File: src/design/rmrd_pkg.sv
`timescale 1ns / 1ps
package rmrd_pkg;

   localparam int DEF_REF_DEPTH      = 65536;
   localparam int DEF_MAX_READ       = 256;
   localparam int DEF_CHARS_PER_WORD = 8;

   localparam logic [17:0] CURSOR_MAX = 18'h3FFFF;
   localparam logic [15:0] ACCUM_MAX  = 16'hFFFF;

   localparam logic [7:0] CH_M     = 8'h4D;
   localparam logic [7:0] CH_DASH  = 8'h2D;
   localparam logic [7:0] CH_COLON = 8'h3A;
   localparam logic [7:0] CH_ZERO  = 8'h30;
   localparam logic [7:0] CH_NINE  = 8'h39;
   localparam logic [7:0] CH_UP_A  = 8'h41;
   localparam logic [7:0] CH_UP_T  = 8'h54;
   localparam logic [7:0] CH_UP_C  = 8'h43;
   localparam logic [7:0] CH_UP_G  = 8'h47;
   localparam logic [7:0] CH_LO_A  = 8'h61;
   localparam logic [7:0] CH_LO_T  = 8'h74;
   localparam logic [7:0] CH_LO_C  = 8'h63;
   localparam logic [7:0] CH_LO_G  = 8'h67;
   localparam logic [7:0] CH_N     = 8'h4E;

   typedef enum logic [1:0] {
      KIND_LOAD  = 2'd0,
      KIND_BEGIN = 2'd1,
      KIND_CHAR  = 2'd2,
      KIND_END   = 2'd3
   } kind_type;

   typedef enum logic [2:0] {
      PH_FIRST,
      PH_OVH_NUM,
      PH_OVH_SKIP,
      PH_OVH_COPY,
      PH_BODY,
      PH_MATCH
   } phase_type;

   typedef enum logic [2:0] {
      ST_IDLE,
      ST_MATCH_RD,
      ST_MATCH_WR,
      ST_EMIT_RD,
      ST_EMIT_WR
   } state_type;

   typedef struct packed {
      logic [1:0]  req_type;
      logic [15:0] ref_addr;
      logic [7:0]  ref_char;
      logic [15:0] start_pos;
      logic        orient_forward;
      logic        raw_mode;
      logic [7:0]  enc_char;
   } req_type;

   typedef struct packed {
      logic [63:0] out_chars;
      logic [3:0]  out_count;
      logic        out_last;
      logic        out_overflow;
   } rsp_type;

   typedef struct packed {
      kind_type    kind;
      logic [15:0] addr;
      logic [7:0]  ch;
      logic [15:0] start;
      logic        fwd;
      logic        raw;
   } cmd_type;

   function automatic logic [7:0] comp(input logic [7:0] c);
      logic [7:0] r;
      case (c)
         CH_UP_A: r = CH_UP_T;
         CH_UP_T: r = CH_UP_A;
         CH_UP_C: r = CH_UP_G;
         CH_UP_G: r = CH_UP_C;
         CH_LO_A: r = CH_LO_T;
         CH_LO_T: r = CH_LO_A;
         CH_LO_C: r = CH_LO_G;
         CH_LO_G: r = CH_LO_C;
         default: r = CH_N;
      endcase
      return r;
   endfunction

endpackage

File: src/design/rmrd_rsp_queue.sv
`timescale 1ns / 1ps
module rmrd_rsp_queue (
   input  logic             clock,
   input  logic             reset,
   input  logic             push,
   output logic             full,
   input  rmrd_pkg::rsp_type push_data,
   input  logic             rsp_pop,
   output logic             rsp_empty,
   output rmrd_pkg::rsp_type rsp_data
);
   import rmrd_pkg::*;

   rsp_type    q_ff [4];
   logic [1:0] wr_ptr_ff, wr_ptr_in, rd_ptr_ff, rd_ptr_in;
   logic [2:0] cnt_ff, cnt_in;
   logic       do_push, do_pop;

   assign full      = (cnt_ff == 3'd4);
   assign rsp_empty = (cnt_ff == 3'd0);
   assign rsp_data  = q_ff[rd_ptr_ff];
   assign do_push   = push && !full;
   assign do_pop    = rsp_pop && !rsp_empty;

   always_comb begin
      wr_ptr_in = do_push ? wr_ptr_ff + 2'd1 : wr_ptr_ff;
      rd_ptr_in = do_pop  ? rd_ptr_ff + 2'd1 : rd_ptr_ff;
      cnt_in    = cnt_ff + {2'b0, do_push} - {2'b0, do_pop};
   end

   always_ff @(posedge clock) begin
      if (reset) begin
         wr_ptr_ff <= '0;
         rd_ptr_ff <= '0;
         cnt_ff    <= '0;
      end else begin
         wr_ptr_ff <= wr_ptr_in;
         rd_ptr_ff <= rd_ptr_in;
         cnt_ff    <= cnt_in;
      end
   end

   always_ff @(posedge clock) begin
      if (do_push) begin
         q_ff[wr_ptr_ff] <= push_data;
      end
   end

endmodule

File: config.mk
export PLATFORM = sky130hd
export DESIGN_NAME = rmrd_rsp_queue
export DESIGN_NICKNAME = d
export VERILOG_FILES = /design/src/design/rmrd_pkg.sv /design/src/design/rmrd_rsp_queue.sv
export SDC_FILE = /design/constraint.sdc
export NUM_CORES = 1
export LEC_CHECK = 0
export BUFFER_PORTS_ARGS = -buffer_cell sky130_fd_sc_hd__buf_2
export CORE_MARGIN = 3
export CORE_UTILIZATION = 57
export DETAILED_ROUTE_END_ITERATION = 10
export PLACE_DENSITY = 0.79
export RECOVER_POWER = 50
export SKIP_LAST_GASP = 1
export SYNTH_ARGS = -nofsm -noshare
export SYNTH_HDL_FRONTEND = slang
export SYNTH_SLANG_ARGS = --single-unit
export TNS_END_PERCENT = 1
File: constraint.sdc
create_clock -name clock -period 3.6 [get_ports clock]
set_clock_uncertainty 0.2 [all_clocks]
set_input_delay 0.72 -clock clock [delete_from_list [all_inputs] [get_ports clock]]
set_output_delay 0.72 -clock clock [all_outputs]
set_load 0.1 [all_outputs]
; ---- Yosys cells after proc, flatten, opt, wreduce, memory -nomap -nowiden
; Memories as Yosys holds them, arrays and structs flattened. A register that Yosys moved wholly into a read port is not among the register bits.
; Cells that the tools add are included.
[word_totals]
elab_cells = 18
ff_bits = 7
memories = 1
out_inout_bits = 72
mem_bits_rw = 280
[classes]
n_reduce_logical = 5
add_sub_neg = 4
n_eq_ne = 1
mux = 4
[mem_list]
columns = name, depth, width, read_ports, rd_ports_with_merged_regs, wr, line_no
row1 = q_ff, 4, 70, 1, 1, 1, rmrd_rsp_queue.sv:14  ; rsp_type q_ff [4];
[ops]
columns = cell, count
row1 = "2-bit by 1-bit adder with 2-bit output, second input constant", 2
row2 = 2-bit two-way mux, 2
row3 = 3-bit by 1-bit adder with 3-bit output, 1
row4 = "3-bit equality test, second input constant", 1
row5 = 3-bit zero test, 1
row6 = 3-bit by 1-bit subtractor with 3-bit output, 1
row7 = 1-bit logical AND, 2
row8 = 1-bit zero test, 2
row9 = 1-bit two-way mux, 2

; ---- Depth between registers and ports, before layout
[logic_depth]
word_depth = 5
depth_mapped = 10
mapped_depth_nobuf = 10

; ---- Worst setup path before layout
; No wires, ideal clock.
[synth_timing]
path_kind = register to register
start = reg cnt_ff[2]
end = mem q_ff[0][0] (netlist bit) (enable)
t_arrival_ns = 2.910
period_less_slack_ns = 3.684
stages_incl_launch_ff = 4
n_path_buf = 0
setup_ns = 0.573
setup_slack_ns = -0.084
path_cell_list = dfxtp_1 nor3b_2 nor2_1 and2_1
[synth_via]
elab_chain_len = 5
[synth_lines]
columns = item, line_no
row1 = start: declaration, rmrd_rsp_queue.sv:16  ; logic [2:0] cnt_ff, cnt_in;
row2 = start signal: assignment, rmrd_rsp_queue.sv:39  ; cnt_ff <= cnt_in;
row3 = 3-bit equality test, rmrd_rsp_queue.sv:19  ; assign full = (cnt_ff == 3'd4);
row4 = via full, rmrd_rsp_queue.sv:6  ; output logic full,
row5 = 1-bit zero test, rmrd_rsp_queue.sv:22  ; assign do_push = push && !full;
row6 = 1-bit logical AND, rmrd_rsp_queue.sv:22
row7 = 1-bit two-way mux, rmrd_rsp_queue.sv:44  ; if (do_push) begin
row8 = 1-bit two-way mux (implied by the code), rmrd_rsp_queue.sv:45  ; q_ff[wr_ptr_ff] <= push_data;
row9 = end: declaration, rmrd_rsp_queue.sv:14
; The timed path passes the listed nets, and every way through them passes these cells.

==> impl_results.md <==
- Port Buf Inserts: around 150
- Total track usage: 18.6%
- Drc violations: 0
- Global-route wire length before repair: 28900 µm
- Worst setup SP type: register
- CTS tree: done
- Final period util: 91.5%
- Core area: 18100 µm²
- Clk_lat worst skew: 0.52 ns
- Row cnt: 49
- Worst r2r src: cnt_ff[1]
- Final WL: 18700 µm
- Slew Viols, Final: 44
- Via/cell ratio: 5.76
- Final Hold Viols: 0
- Top post-synthesis cells by area: edfxtp_1 79%, mux4_2 15%, dfxtp_1 1.7%
- Initial Utilization: 58.7%
- Fraction of registers with async set/reset: 0%
- CTS Sinks: 289
- Largest net degree at the start of global routing: 50
- Multi-input gate area: 1830 µm²
- Final worst path period need: 3.29 ns
- Reg2Reg Capture Point: q_ff[1][47]
- Reg area: 8600 µm²
- GP Congestion: 0.715
- Max_slew headroom: -21.7%
- WS Path Type: reg2out
- Hold Startpoint: push_data[53]
- TritonCTS Buffers: 28
- Share of cells above drive strength 1: 32.7%
- Synth top cells by count: 280 x edfxtp_1, 70 x mux4_2, 9 x dfxtp_1, 8 x inv_1
- Critical path capture point type: output port
- Remaining antenna violation count: 0
- DIE WIDTH: around 140 µm
- RSZ-0062 raised after global routing: false
- I/O pin cnt: between 100 and 150
- Cell with the most instances after synthesis: edfxtp_1
- Syn_area_per_cell: 25.5 µm²
- Iteration-0 DRC count of the detailed router: 328
- Syn nets: approximately 500
- Post-CTS Setup Repair Bufs: 0
- Drt pass-1 iters: 4
- Vias in the first global route: 5264
- Post-CTS Resized: 0
- Hold-fix buffers at CTS: 0
- Critical path data arrival time: 2.37 ns
- Failing checks: capacitance limit, slew limit
- EDFF count, synth: 280
- Req. time, crit path: 2.68 ns
- Final setup fails: 0
- HP Class: in2reg
- Outcome: finished, violations left
- Mapped Cells: 417
- R2r setup slk: 0.35 ns
- Clock Pin Slew Worst Setup and Hold Paths: 0.06 ns
- Area grow syn2layout: 16.6%
- Critical path peak fanout: 27
- Fillcell total: 1193
- Top cell type's share of synthesized area: 79.0%
- Synth Cell Area: 10600 µm²
- Worst reg-to-reg path cell count: 4
- Ant. Diodes: 0
- CP endpoint: rsp_data[14]
- Sequential share of the synthesized area: about 81%
- Tightest Pin Transition: roughly 1.8 ns
- Die area: 20400 µm²
- Per-cell routed wire length: 22.4 µm
- H-tree lvl count: 1
- Setup_tns: 0 ns
- Max cap viols: 2
- DP HPWL: 11500 µm
- Longest Clk Path Bufs: 3
- Fmax: 304 MHz
- Die H: 143 µm
- Synthesis-stage register bit count: 289
- Synth area leader: edfxtp_1
- Final net count: 668
- Synth Flop Type: edfxtp_1
- Vias: 4810
- Grt ovf: 0
- Post-synth cell types: 25
- Synth warnings: 0
- Root Driver: clkbuf_16
- Initial antenna violation count: 0
==> registers in the layout (all words and copies together), names as in the netlist, named ones only <==
| register | count |
|---|---|
| cnt_ff | 3 |
| wr_ptr_ff | 2 |
| q_ff | 280 |
| rd_ptr_ff | 2 |
==> critical path, stage by stage, from the launching register on <==
cell and delay, ns:
dfxtp_4 0.64, buf_12 0.30, mux4_2 0.57, buf_2 0.32
==> per-layer routing <==
metal / GRT usage [%] / part of all wire, % / up-vias
li1: - / - / 2111
met1: 24.1 / 39 / 2494
met2: 32.0 / 52 / 163
met3: 3.85 / 6.2 / 42
met4: 6.00 / 3.0 / 0
met5: 0 / 0 / -
==> worst min-delay path by stage <==
stage / to / slack (ns) / depth (start not counted)
2_1_floorplan: register / 0.26 / 2
3_3_place_gp: register / 0.26 / 2
3_5_place_dp: register / 0.30 / 2
4_1_cts: q_ff[3][42] / 0.19 / 1
5_1_grt: q_ff[3][53] / 0.25 / 1
6_report: q_ff[1][53] / 0.25 / 1
==> cells in the final DEF (no fill, tap or decap), types with 4 or more instances in the layout <==
cell type	n
clkbuf_1	75
mux4_2	70
nor2_1	4
clkbuf_16	29
inv_1	8
clkinv_1	7
edfxtp_1	280
buf_12	6
dfxtp_1	7
buf_4	6
ha_1	6
clkinv_2	5
buf_2	75
==> area by class of cell <==
type / count / area share, %
inverter: 8 / 0.242
multi-input combinational: 103 / 14.8
clock buffer: 34 / 6.00
timing repair buffer: 157 / 6.47
sequential: 289 / 69.2
clock inverter: 15 / 0.968
tap: 229 / 2.31
==> logic make-up (layout without fill, tap and decap cells) <==
family | count (synthesis) | in the layout | share of synthesized area [%]
AO/OA/AOI/OAI | 5 | 5 | 0.259
XOR/XNOR | 3 | 3 | 0.247
adder cells (fa/ha/maj) | 7 | 7 | 0.893
buffers and inverters | 25 | 214 | 2.10
flip-flops | 289 | 289 | 80.7
multiplexers | 71 | 71 | 14.9
AND/OR/NAND/NOR | 17 | 17 | 0.928
==> metrics by stage <==
step	worst slack (ns)	area (µm²)	util, %	hold slack (ns)	std cells
detailed placement	0.707	11700	64.2	0.300	786
CTS	0.232	12500	69.0	0.188	835
global placement	0.796	11700	64.2	0.260	786
finish	0.308	12400	68.4	0.253	835
global route	0.101	12400	68.4	0.253	835
floorplan	0.168	10700	-	0.259	417
Power is left out: the tool's default activity adds up to more than one toggle a clock period on the data nets, which glitch-free logic cannot reach.
