==> src/design/rmrd_pkg.sv <==
`timescale 1ns / 1ps
package rmrd_pkg;

   localparam int DEF_REF_DEPTH      = 65536;
   localparam int DEF_MAX_READ       = 256;
   localparam int DEF_CHARS_PER_WORD = 8;

   localparam logic [17:0] CURSOR_MAX = 18'h3FFFF;
   localparam logic [15:0] ACCUM_MAX  = 16'hFFFF;

   localparam logic [7:0] CH_M     = 8'h4D;
   localparam logic [7:0] CH_DASH  = 8'h2D;
   localparam logic [7:0] CH_COLON = 8'h3A;
   localparam logic [7:0] CH_ZERO  = 8'h30;
   localparam logic [7:0] CH_NINE  = 8'h39;
   localparam logic [7:0] CH_UP_A  = 8'h41;
   localparam logic [7:0] CH_UP_T  = 8'h54;
   localparam logic [7:0] CH_UP_C  = 8'h43;
   localparam logic [7:0] CH_UP_G  = 8'h47;
   localparam logic [7:0] CH_LO_A  = 8'h61;
   localparam logic [7:0] CH_LO_T  = 8'h74;
   localparam logic [7:0] CH_LO_C  = 8'h63;
   localparam logic [7:0] CH_LO_G  = 8'h67;
   localparam logic [7:0] CH_N     = 8'h4E;

   typedef enum logic [1:0] {
      KIND_LOAD  = 2'd0,
      KIND_BEGIN = 2'd1,
      KIND_CHAR  = 2'd2,
      KIND_END   = 2'd3
   } kind_type;

   typedef enum logic [2:0] {
      PH_FIRST,
      PH_OVH_NUM,
      PH_OVH_SKIP,
      PH_OVH_COPY,
      PH_BODY,
      PH_MATCH
   } phase_type;

   typedef enum logic [2:0] {
      ST_IDLE,
      ST_MATCH_RD,
      ST_MATCH_WR,
      ST_EMIT_RD,
      ST_EMIT_WR
   } state_type;

   typedef struct packed {
      logic [1:0]  req_type;
      logic [15:0] ref_addr;
      logic [7:0]  ref_char;
      logic [15:0] start_pos;
      logic        orient_forward;
      logic        raw_mode;
      logic [7:0]  enc_char;
   } req_type;

   typedef struct packed {
      logic [63:0] out_chars;
      logic [3:0]  out_count;
      logic        out_last;
      logic        out_overflow;
   } rsp_type;

   typedef struct packed {
      kind_type    kind;
      logic [15:0] addr;
      logic [7:0]  ch;
      logic [15:0] start;
      logic        fwd;
      logic        raw;
   } cmd_type;

   function automatic logic [7:0] comp(input logic [7:0] c);
      logic [7:0] r;
      case (c)
         CH_UP_A: r = CH_UP_T;
         CH_UP_T: r = CH_UP_A;
         CH_UP_C: r = CH_UP_G;
         CH_UP_G: r = CH_UP_C;
         CH_LO_A: r = CH_LO_T;
         CH_LO_T: r = CH_LO_A;
         CH_LO_C: r = CH_LO_G;
         CH_LO_G: r = CH_LO_C;
         default: r = CH_N;
      endcase
      return r;
   endfunction

endpackage

==> src/design/rmrd_front.sv <==
`timescale 1ns / 1ps
module rmrd_front (
   input  logic             clock,
   input  logic             reset,
   input  logic             req_push,
   output logic             req_full,
   input  rmrd_pkg::req_type req_data,
   input  logic             cmd_pop,
   output logic             cmd_empty,
   output rmrd_pkg::cmd_type cmd_data
);
   import rmrd_pkg::*;

   cmd_type    q_ff [4];
   logic [1:0] wr_ptr_ff, wr_ptr_in, rd_ptr_ff, rd_ptr_in;
   logic [2:0] cnt_ff, cnt_in;
   logic       do_push, do_pop;
   cmd_type    cls;

   // classify: keep only what the back end needs
   always_comb begin
      cls.kind  = kind_type'(req_data.req_type);
      cls.addr  = req_data.ref_addr;
      cls.ch    = (req_data.req_type == KIND_LOAD) ? req_data.ref_char : req_data.enc_char;
      cls.start = req_data.start_pos;
      cls.fwd   = req_data.orient_forward;
      cls.raw   = req_data.raw_mode;
   end

   assign req_full  = (cnt_ff == 3'd4);
   assign cmd_empty = (cnt_ff == 3'd0);
   assign cmd_data  = q_ff[rd_ptr_ff];
   assign do_push   = req_push && !req_full;
   assign do_pop    = cmd_pop && !cmd_empty;

   always_comb begin
      wr_ptr_in = do_push ? wr_ptr_ff + 2'd1 : wr_ptr_ff;
      rd_ptr_in = do_pop  ? rd_ptr_ff + 2'd1 : rd_ptr_ff;
      cnt_in    = cnt_ff + {2'b0, do_push} - {2'b0, do_pop};
   end

   always_ff @(posedge clock) begin
      if (reset) begin
         wr_ptr_ff <= '0;
         rd_ptr_ff <= '0;
         cnt_ff    <= '0;
      end else begin
         wr_ptr_ff <= wr_ptr_in;
         rd_ptr_ff <= rd_ptr_in;
         cnt_ff    <= cnt_in;
      end
   end

   always_ff @(posedge clock) begin
      if (do_push) begin
         q_ff[wr_ptr_ff] <= cls;
      end
   end

endmodule

==> config.mk <==
export PLATFORM = sky130hd
export DESIGN_NAME = rmrd_front
export DESIGN_NICKNAME = d
export VERILOG_FILES = /design/src/design/rmrd_pkg.sv /design/src/design/rmrd_front.sv
export SDC_FILE = /design/constraint.sdc
export NUM_CORES = 1
export LEC_CHECK = 0
export BUFFER_PORTS_ARGS = -buffer_cell sky130_fd_sc_hd__buf_4
export CORE_MARGIN = 3
export CORE_UTILIZATION = 40
export CTS_BUF_LIST = sky130_fd_sc_hd__clkbuf_4 sky130_fd_sc_hd__clkbuf_8
export CTS_CLUSTER_SIZE = 28
export DETAILED_ROUTE_END_ITERATION = 10
export PLACE_DENSITY_LB_ADDON = 0.15
export SLEW_MARGIN = 20
export SYNTH_ARGS = -nofsm -noshare
export SYNTH_HDL_FRONTEND = slang
export SYNTH_SLANG_ARGS = --single-unit
==> constraint.sdc <==
create_clock -name clock -period 2.69 [get_ports clock]
set_clock_uncertainty 0.2 [all_clocks]
set_input_delay 0.269 -clock clock [delete_from_list [all_inputs] [get_ports clock]]
set_output_delay 0.269 -clock clock [all_outputs]
set_load 0.03 [all_outputs]
### Word level (Yosys, flattened, before mapping)

Memories as Yosys holds them, arrays and structs flattened. A register that Yosys moved wholly into a read port is not among the register bits.
Cells that the tools add are included.

* add/subtract/negate cells: 4
* multipliers: 0
* div/mod/pow operators: 0
* $lt $le $gt $ge: 0
* equal/unequal tests: 1
* shifts and indexed selects: 0
* muxes and demuxes: 5
* bitwise gates (word level): 0
* reductions and logical operators: 6

Operators with widths (count)
* two-way mux 8 bit: 1
* adder 2 x 1 -> 2 bit, second input constant: 2
* two-way mux 2 bit: 2
* adder 3 x 1 -> 3 bit: 1
* == test 3 bit, second input constant: 1
* zero test 3 bit: 1
* subtractor 3 x 1 -> 3 bit: 1
* logical AND 1 bit: 2
* zero test 1 bit: 2
* zero test 2 bit: 1
* two-way mux 1 bit: 2

* bits in registers: 7
* bits in latches: 0
* RAM bits: 176
* ROM bits: 0
* input bits: 56
* logic and storage cells: 20
* memories: 1

Memories
* q_ff: words 4, bits a word 44, rd ports 1, clocked after memory_dff 1, wr ports 1, line rmrd_front.sv:14 `cmd_type q_ff [4];`

### Logic depth before layout (Yosys ltp)

Gate-level depths: netlist of the first run.

* word-level depth: 5
* gate-level depth with buffers: 10
* gate-level depth less buffers: 10

### Worst setup path after synthesis of the first run

Ideal clock, no wire load.

* kind: reg-to-reg
* start: register cnt_ff[2]
* end: register cnt_ff[2]
* library setup time: 0.125 ns
* arrival time: 2.188 ns
* required time: 2.365 ns
* setup slack: 0.178 ns
* stages on the path, launching flop included: 11
* buffers on the path: 0
* period minus slack after synthesis: 2.512 ns
* cells stage by stage: dfxtp_1 nor3b_2 nor2_1 inv_1 ha_1 inv_1 ha_1 fa_1 xnor2_1 xnor2_1 nor2_1

* cells in the longest elaborated chain, start to end: 5
* elaborated cells between the ends (all ways): 8
* those cells by class: add/sub: 2; eq/ne: 1; reduce/logical: 5

RTL lines
* start: declaration: line rmrd_front.sv:16 `logic [2:0] cnt_ff, cnt_in;`
* start signal: assignment: line rmrd_front.sv:50 `cnt_ff <= cnt_in;`
* == test 3 bit: line rmrd_front.sv:30 `assign req_full = (cnt_ff == 3'd4);`
* via req_full: line rmrd_front.sv:6 `output logic req_full,`
* zero test 1 bit: line rmrd_front.sv:33 `assign do_push = req_push && !req_full;`
* logical AND 1 bit: line rmrd_front.sv:33
* adder 3 x 1 -> 3 bit: line rmrd_front.sv:39 `cnt_in = cnt_ff + {2'b0, do_push} - {2'b0, do_pop};`
* subtractor 3 x 1 -> 3 bit: line rmrd_front.sv:39

The timed path passes the listed nets, and every way through them passes these cells.
A chain may end at the register's enable or synchronous reset.

==> results of run 1 <==
==> per-stage QoR <==
stage               area [um2]  total power, uW  instances  hold slack (ns)
floorplan                 6975             5294        290           0.1679
global placement          8016             6033        614           0.2685
detailed placement        8016             6054        614           0.2744
CTS                       8992             8017        702           0.1156
global route              8992             8266        702           0.1460
finish                    8992             7890        702           0.1576
==> metal layers <==
layer  vias to the layer above  track usage [%]  wire length (um)
met5                         -                0                 0
met2                        77            22.71              6327
met1                      1745            18.20              5682
li1                       1561                -                 -
met3                         9            4.351               540
met4                         0            3.744               121
==> report_power, final <==
group	leakage [uW]	switching, uW	internal [uW]
clock network	0.000200	877	958
logic	0.00123	1350	1120
registers	0.00169	121	3470
total	0.00312	2340	5550
==> worst paths after layout <==
path	startpoint	to	cells after the start
worst min register to register	rd_ptr_ff[1]	flip-flop	2
worst min-delay path	req_push	wr_ptr_ff[1]	5
worst max-delay path	flip-flop	cmd_data[19]	3
worst max register to register	cnt_ff[1]	cnt_ff[2]	9
==> cell families (layout without fill, tap and decap cells) <==
kind of cell,count (synthesis),in the layout,share of synthesized area [%]
AOI/OAI and AO/OA,5,5,0.3947
xor gates and xnor gates,3,3,0.3768
adders and majority gates,7,7,1.363
buffers and inverters,19,211,2.152
DFF,185,185,78.35
muxes,53,53,15.86
and+or+nand+nor,18,18,1.506
==> flip-flops by register name (all words and copies together), names as in the netlist, named ones only <==
| signal | cells |
|---|---|
| q_ff | 176 |
| wr_ptr_ff | 2 |
| rd_ptr_ff | 2 |
| cnt_ff | 3 |
==> cells in the final DEF (no fill, tap or decap), types with 2 or more instances in the layout <==
cell type,count
clkinv_2,2
bufinv_16,3
edfxtp_1,176
nand2b_1,2
dlygate4sd3_1,55
xnor2_1,2
ha_1,6
inv_1,8
dfxtp_1,7
a21oi_1,2
mux4_2,40
mux2_2,8
clkinvlp_4,2
clkinv_1,3
nor2b_1,2
nor2_1,4
o21ai_0,2
clkbuf_8,17
clkbuf_4,5
mux4_1,4
and2_2,4
buf_4,114
or3_1,2
==> repair_timing <==
item | 4_1_cts | 5_1_grt
endpoints found under the setup margin | 2 | 0
setup buffers | 1 | 0
hold buffers | 55 | 0
endpoints found under the hold margin | 185 | 0
==> tightest hold or removal path: stages <==
cell	delay, ns
buf_4	0.08
inv_1	0.04
nor2_1	0.13
buf_4	0.15
mux2i_1	0.06
==> area by class of cell <==
| type | instances | area [um2] |
|---|---|---|
| Clock buffer | 22 | 271.5 |
| Clock inverter | 10 | 126.4 |
| Fill cell | 1368 | 7826 |
| Inverter | 8 | 30.03 |
| Multi-Input combinational cell | 86 | 1365 |
| Sequential cell | 185 | 5470 |
| Tap cell | 220 | 275.3 |
| Timing Repair Buffer | 171 | 1454 |
==> impl_metrics.toml, run 1 <==
[run_status]
outcome = "finished, final reports clean"

[clock_network]
clock_latency_ns = 0.44
h-tree-depth = 4
cts_resized = 0
clk_path_buf_depth = 2
cts_tree = "yes"
cts_buffers = 17
clk_pin_slew_ns = 0.08
clkSinkCount = 185
cts_root_buffer = "clkbuf_8"

[min_path]
hold_class = "primary input to flip-flop"

[yosys]
async_flop_share_pct = 0
avgSynthCellArea_um2 = 24.05
synth_top_area_share_pct = 75.77
ys_top_cells_by_count = "edfxtp_1 (176), mux4_2 (40), dfxtp_1 (9), inv_1 (8), mux2_2 (8)"
synth.area.top_cells = "edfxtp_1 (76%), mux4_2 (13%), dfxtp_1 (2.6%), mux4_1 (1.5%), mux2_2 (1.3%)"
synth_top_cell_by_area = "edfxtp_1"
yosysWarnings = 0
ys.flop_type = "edfxtp_1"
synth_edf_count = 176
synthesis.area_mm2 = 0.006975
synth_cell_types = 28
synth_fp_nets = 353
ys_seq_area_share_pct = 78.35
ys_ff_latch = 185
synth_cells = 290
synth_most_common_cell = "edfxtp_1"

[flow_run]
maxCapViolCount = 0

[place]
dp_hpwl_um = 7519
place_congestion = 0.7420
io_buffers = 101
pre_cts_slack_ns = 0.3130

[sta]
setup_ws_ns = 0.2637
min_period_over_period_pct = 90.20
finalSetupTns_ns = 0
timing.fmax_mhz = 412.2
final_max_slew_viol_count = 0
hold_viol_final = 0
worst_pin_slew_ns = 0.4494
grt_setup_unrepaired = "false"
max_slew_margin_pct = 70.01
setup_viol = 0
min_period_ns = 2.426

[setup_path]
critPathMaxFanout = 12
cpLargestDelayFamily = "multiplexers"
cp_num_buf_inv = 2
critPathArrivalTime_ns = 1.96
r2r_slack_ns = 0.31
crit_path_end_kind = "primary output"
cp_slowest_cell = "mux4_2"
slowest_delay_ns = 0.55
worstPathRequired_ns = 2.22
path_cells = "buf_4 -> mux4_2 -> buf_4"
cpMostUsedCell = "buf_4"
worstSetupStartpointType = "flip-flop"
timing_worst_setup_path_type = "flip-flop to primary output"

[floorplanning]
die-area_mm2 = 0.01906
die_h_um = 138.1
rows = 47
pin_count = 102
die_w_um = 138.1
core_mm2 = 0.01682
start_util_pct = 41.47

[drt]
wirelength_um = 12670
wl_per_cell_um = 18.05
drtAntennaViolNets = 0
drtIter0Drc = 169
dr_total_vias = 3392
dr.pass1.iters = 4
vias_per_cell = 4.832
drc_errors = 0

[grt]
grt_max_degree = 45
grt_pass1_wl_um = 20280
antenna_found_initial = 0
grt_usage_pct = 13.88
grt_pass1_vias = 3759
gr-total-overflow = 0

[finish]
fin_nets = 532
area_growth_pct = 28.91
drive_above_1_share_pct = 41.70
n_antenna_cell = 0
fin_util_pct = 53.47

[pwr]
p_per_area_mw_per_mm2 = 877.4
leakage_uw = 0.003115
irDropWorstVdd_v = 0.0005056
Power figures use the tool's default switching activity.
==> run 2: changes to the inputs <==
--- a/config.mk
+++ b/config.mk
@@ -7,10 +7,11 @@
 export LEC_CHECK = 0
 export BUFFER_PORTS_ARGS = -buffer_cell sky130_fd_sc_hd__buf_4
 export CORE_MARGIN = 3
-export CORE_UTILIZATION = 40
+export CORE_UTILIZATION = 59
 export CTS_BUF_LIST = sky130_fd_sc_hd__clkbuf_4 sky130_fd_sc_hd__clkbuf_8
 export CTS_CLUSTER_SIZE = 28
 export DETAILED_ROUTE_END_ITERATION = 10
+export MAX_ROUTING_LAYER = met4
 export PLACE_DENSITY_LB_ADDON = 0.15
 export SLEW_MARGIN = 20
 export SYNTH_ARGS = -nofsm -noshare
==> run 2 against run 1 <==
  * Clock-buffer cell count fell by 5
  * Combinational power is 3% lower
  * Cell area down 0.95%
  * Highest routed layer unchanged
  * Sequential share of layout area is 0.58 points higher
  * Setup slack worse by 0.048 ns
  * Critical path depth unchanged
  * Register-to-register slack got worse by 0.04 ns
  * Largest cell class unchanged
==> impl_metrics.toml, run 2 (synthesis gave the netlist of run 1 again) <==
[floorplanning]
die_w_um = 114.7
rows = 39
start_util_pct = 60.83
die-area_mm2 = 0.01316
die_h_um = 114.7
core_mm2 = 0.01147
pin_count = 102

[setup_path]
reg2reg_depth = 9
r2r_slack_ns = 0.27
worstSetupStartpointType = "flip-flop"
cp_slowest_cell = "mux4_1"
path_cells = "buf_12 -> mux4_1 -> buf_4"
timing_worst_setup_path_type = "flip-flop to primary output"
worstPathRequired_ns = 2.22
slowest_delay_ns = 0.60
critPathArrivalTime_ns = 2.01
critPathMaxFanout = 18
crit_path_end_kind = "primary output"

[pwr]
p_switching_uw = 2334
p_comb_share_pct = 30.4
pwr-share-seq_pct = 45.7
p_clk_share_pct = 23.9
leakage_uw = 0.003097
swShare_pct = 29.53
p_int_uw = 5571
irDropWorstVdd_v = 0.0007503
p_per_area_mw_per_mm2 = 887.4

[finish]
n_antenna_cell = 0
area_growth_pct = 27.70
drive_above_1_share_pct = 41.09
layout_commonest_cell = "edfxtp_1"
fin_util_pct = 77.68
top_regs = "q_ff: 176 flops, cnt_ff: 3 flops"
largest_reg_flops = 176
regMostFlops = "q_ff"
fin_nets = 527
final_cell_mix = "edfxtp_1 (176), buf_4 (106), dlygate4sd3_1 (55)"

[sta]
min_period_over_period_pct = 91.97
worst_pin_slew_ns = 0.4544
setup_ws_ns = 0.2159
hold_viol_final = 0
min_period_ns = 2.474
max_slew_margin_pct = 69.67
grt_setup_unrepaired = "false"
final_max_slew_viol_count = 0
timing.fmax_mhz = 404.2
finalSetupTns_ns = 0
hold_ws_ns = 0.2942
setup_viol = 0

[grt]
grt_usage_pct = 20.37
grt_pass1_vias = 3642
antenna_found_initial = 0
grt_pass1_wl_um = 18700
gr-total-overflow = 0
grt_max_degree = 45

[drt]
drc_errors = 0
dr_total_vias = 3378
dr.pass1.iters = 4
wirelength_um = 12010
drtAntennaViolNets = 0
wl_per_cell_um = 19.37
vias_per_cell = 5.448
drtIter0Drc = 193

[min_path]
hold_class = "flip-flop to flip-flop"
hold_depth = 2

[clock_network]
cts_resized = 0
hold_buffers = 55
cts_root_buffer = "clkbuf_8"
h-tree-depth = 4
clkSinkCount = 185
clk_pin_slew_ns = 0.09
cts_buffers = 17
cts_setup_buffers = 0
clk_path_buf_depth = 2
clock_latency_ns = 0.44
cts_tree = "yes"

[flow_run]
maxCapViolCount = 0

[place]
place_congestion = 0.7248
pre_cts_slack_ns = 0.2630
dp_hpwl_um = 6969
io_buffers = 101

[run_status]
outcome = "finished, final reports clean"
## run 2: final timing paths
path           startpoint           end
min reg2reg  rd_ptr_ff[1]     flip-flop
max reg2reg     cnt_ff[1]     cnt_ff[2]
min          rd_ptr_ff[1]     flip-flop
max             flip-flop  cmd_data[38]
## run 2: cell type report
cell class	count	area, um2
repair buffers	166	1446
fillers	614	2560
clock buffers	17	234.0
inverters	8	30.03
clock inverters	15	182.7
well taps	143	178.9
multi-input cells	86	1365
flip-flops and latches	185	5470
## run 2: stage by stage
step                      power, uW  area, um2  cells
final                          7905       8907    620
after global routing           8248       8907    620
after CTS                      7986       8907    620
after detailed placement       6040       7940    533
after global placement         6000       7940    533
after floorplan                5294       6975    290
## run 2: power groups by stage
stage | combinational (uW) | clock (uW) | sequential [uW]
floorplan | 1700 | 0 | 3590
global placement | 2340 | 0 | 3660
detailed placement | 2360 | 0 | 3680
CTS | 2430 | 1930 | 3620
global route | 2540 | 2060 | 3640
finish | 2400 | 1890 | 3610
## run 2: critical path, delay by kind of cell (launching register included)
family   cells  cell delay [ns]
buf+inv      2             0.43
flops        1             0.53
mux          1             0.60
## run 2: routing by layer
metal	GRT usage (%)	vias up	share of wire, %
li1	-	1553	-
met1	23.93	1714	40
met2	33.84	99	54
met3	5.000	12	4.3
met4	8.842	0	1.3
met5	-	-	0
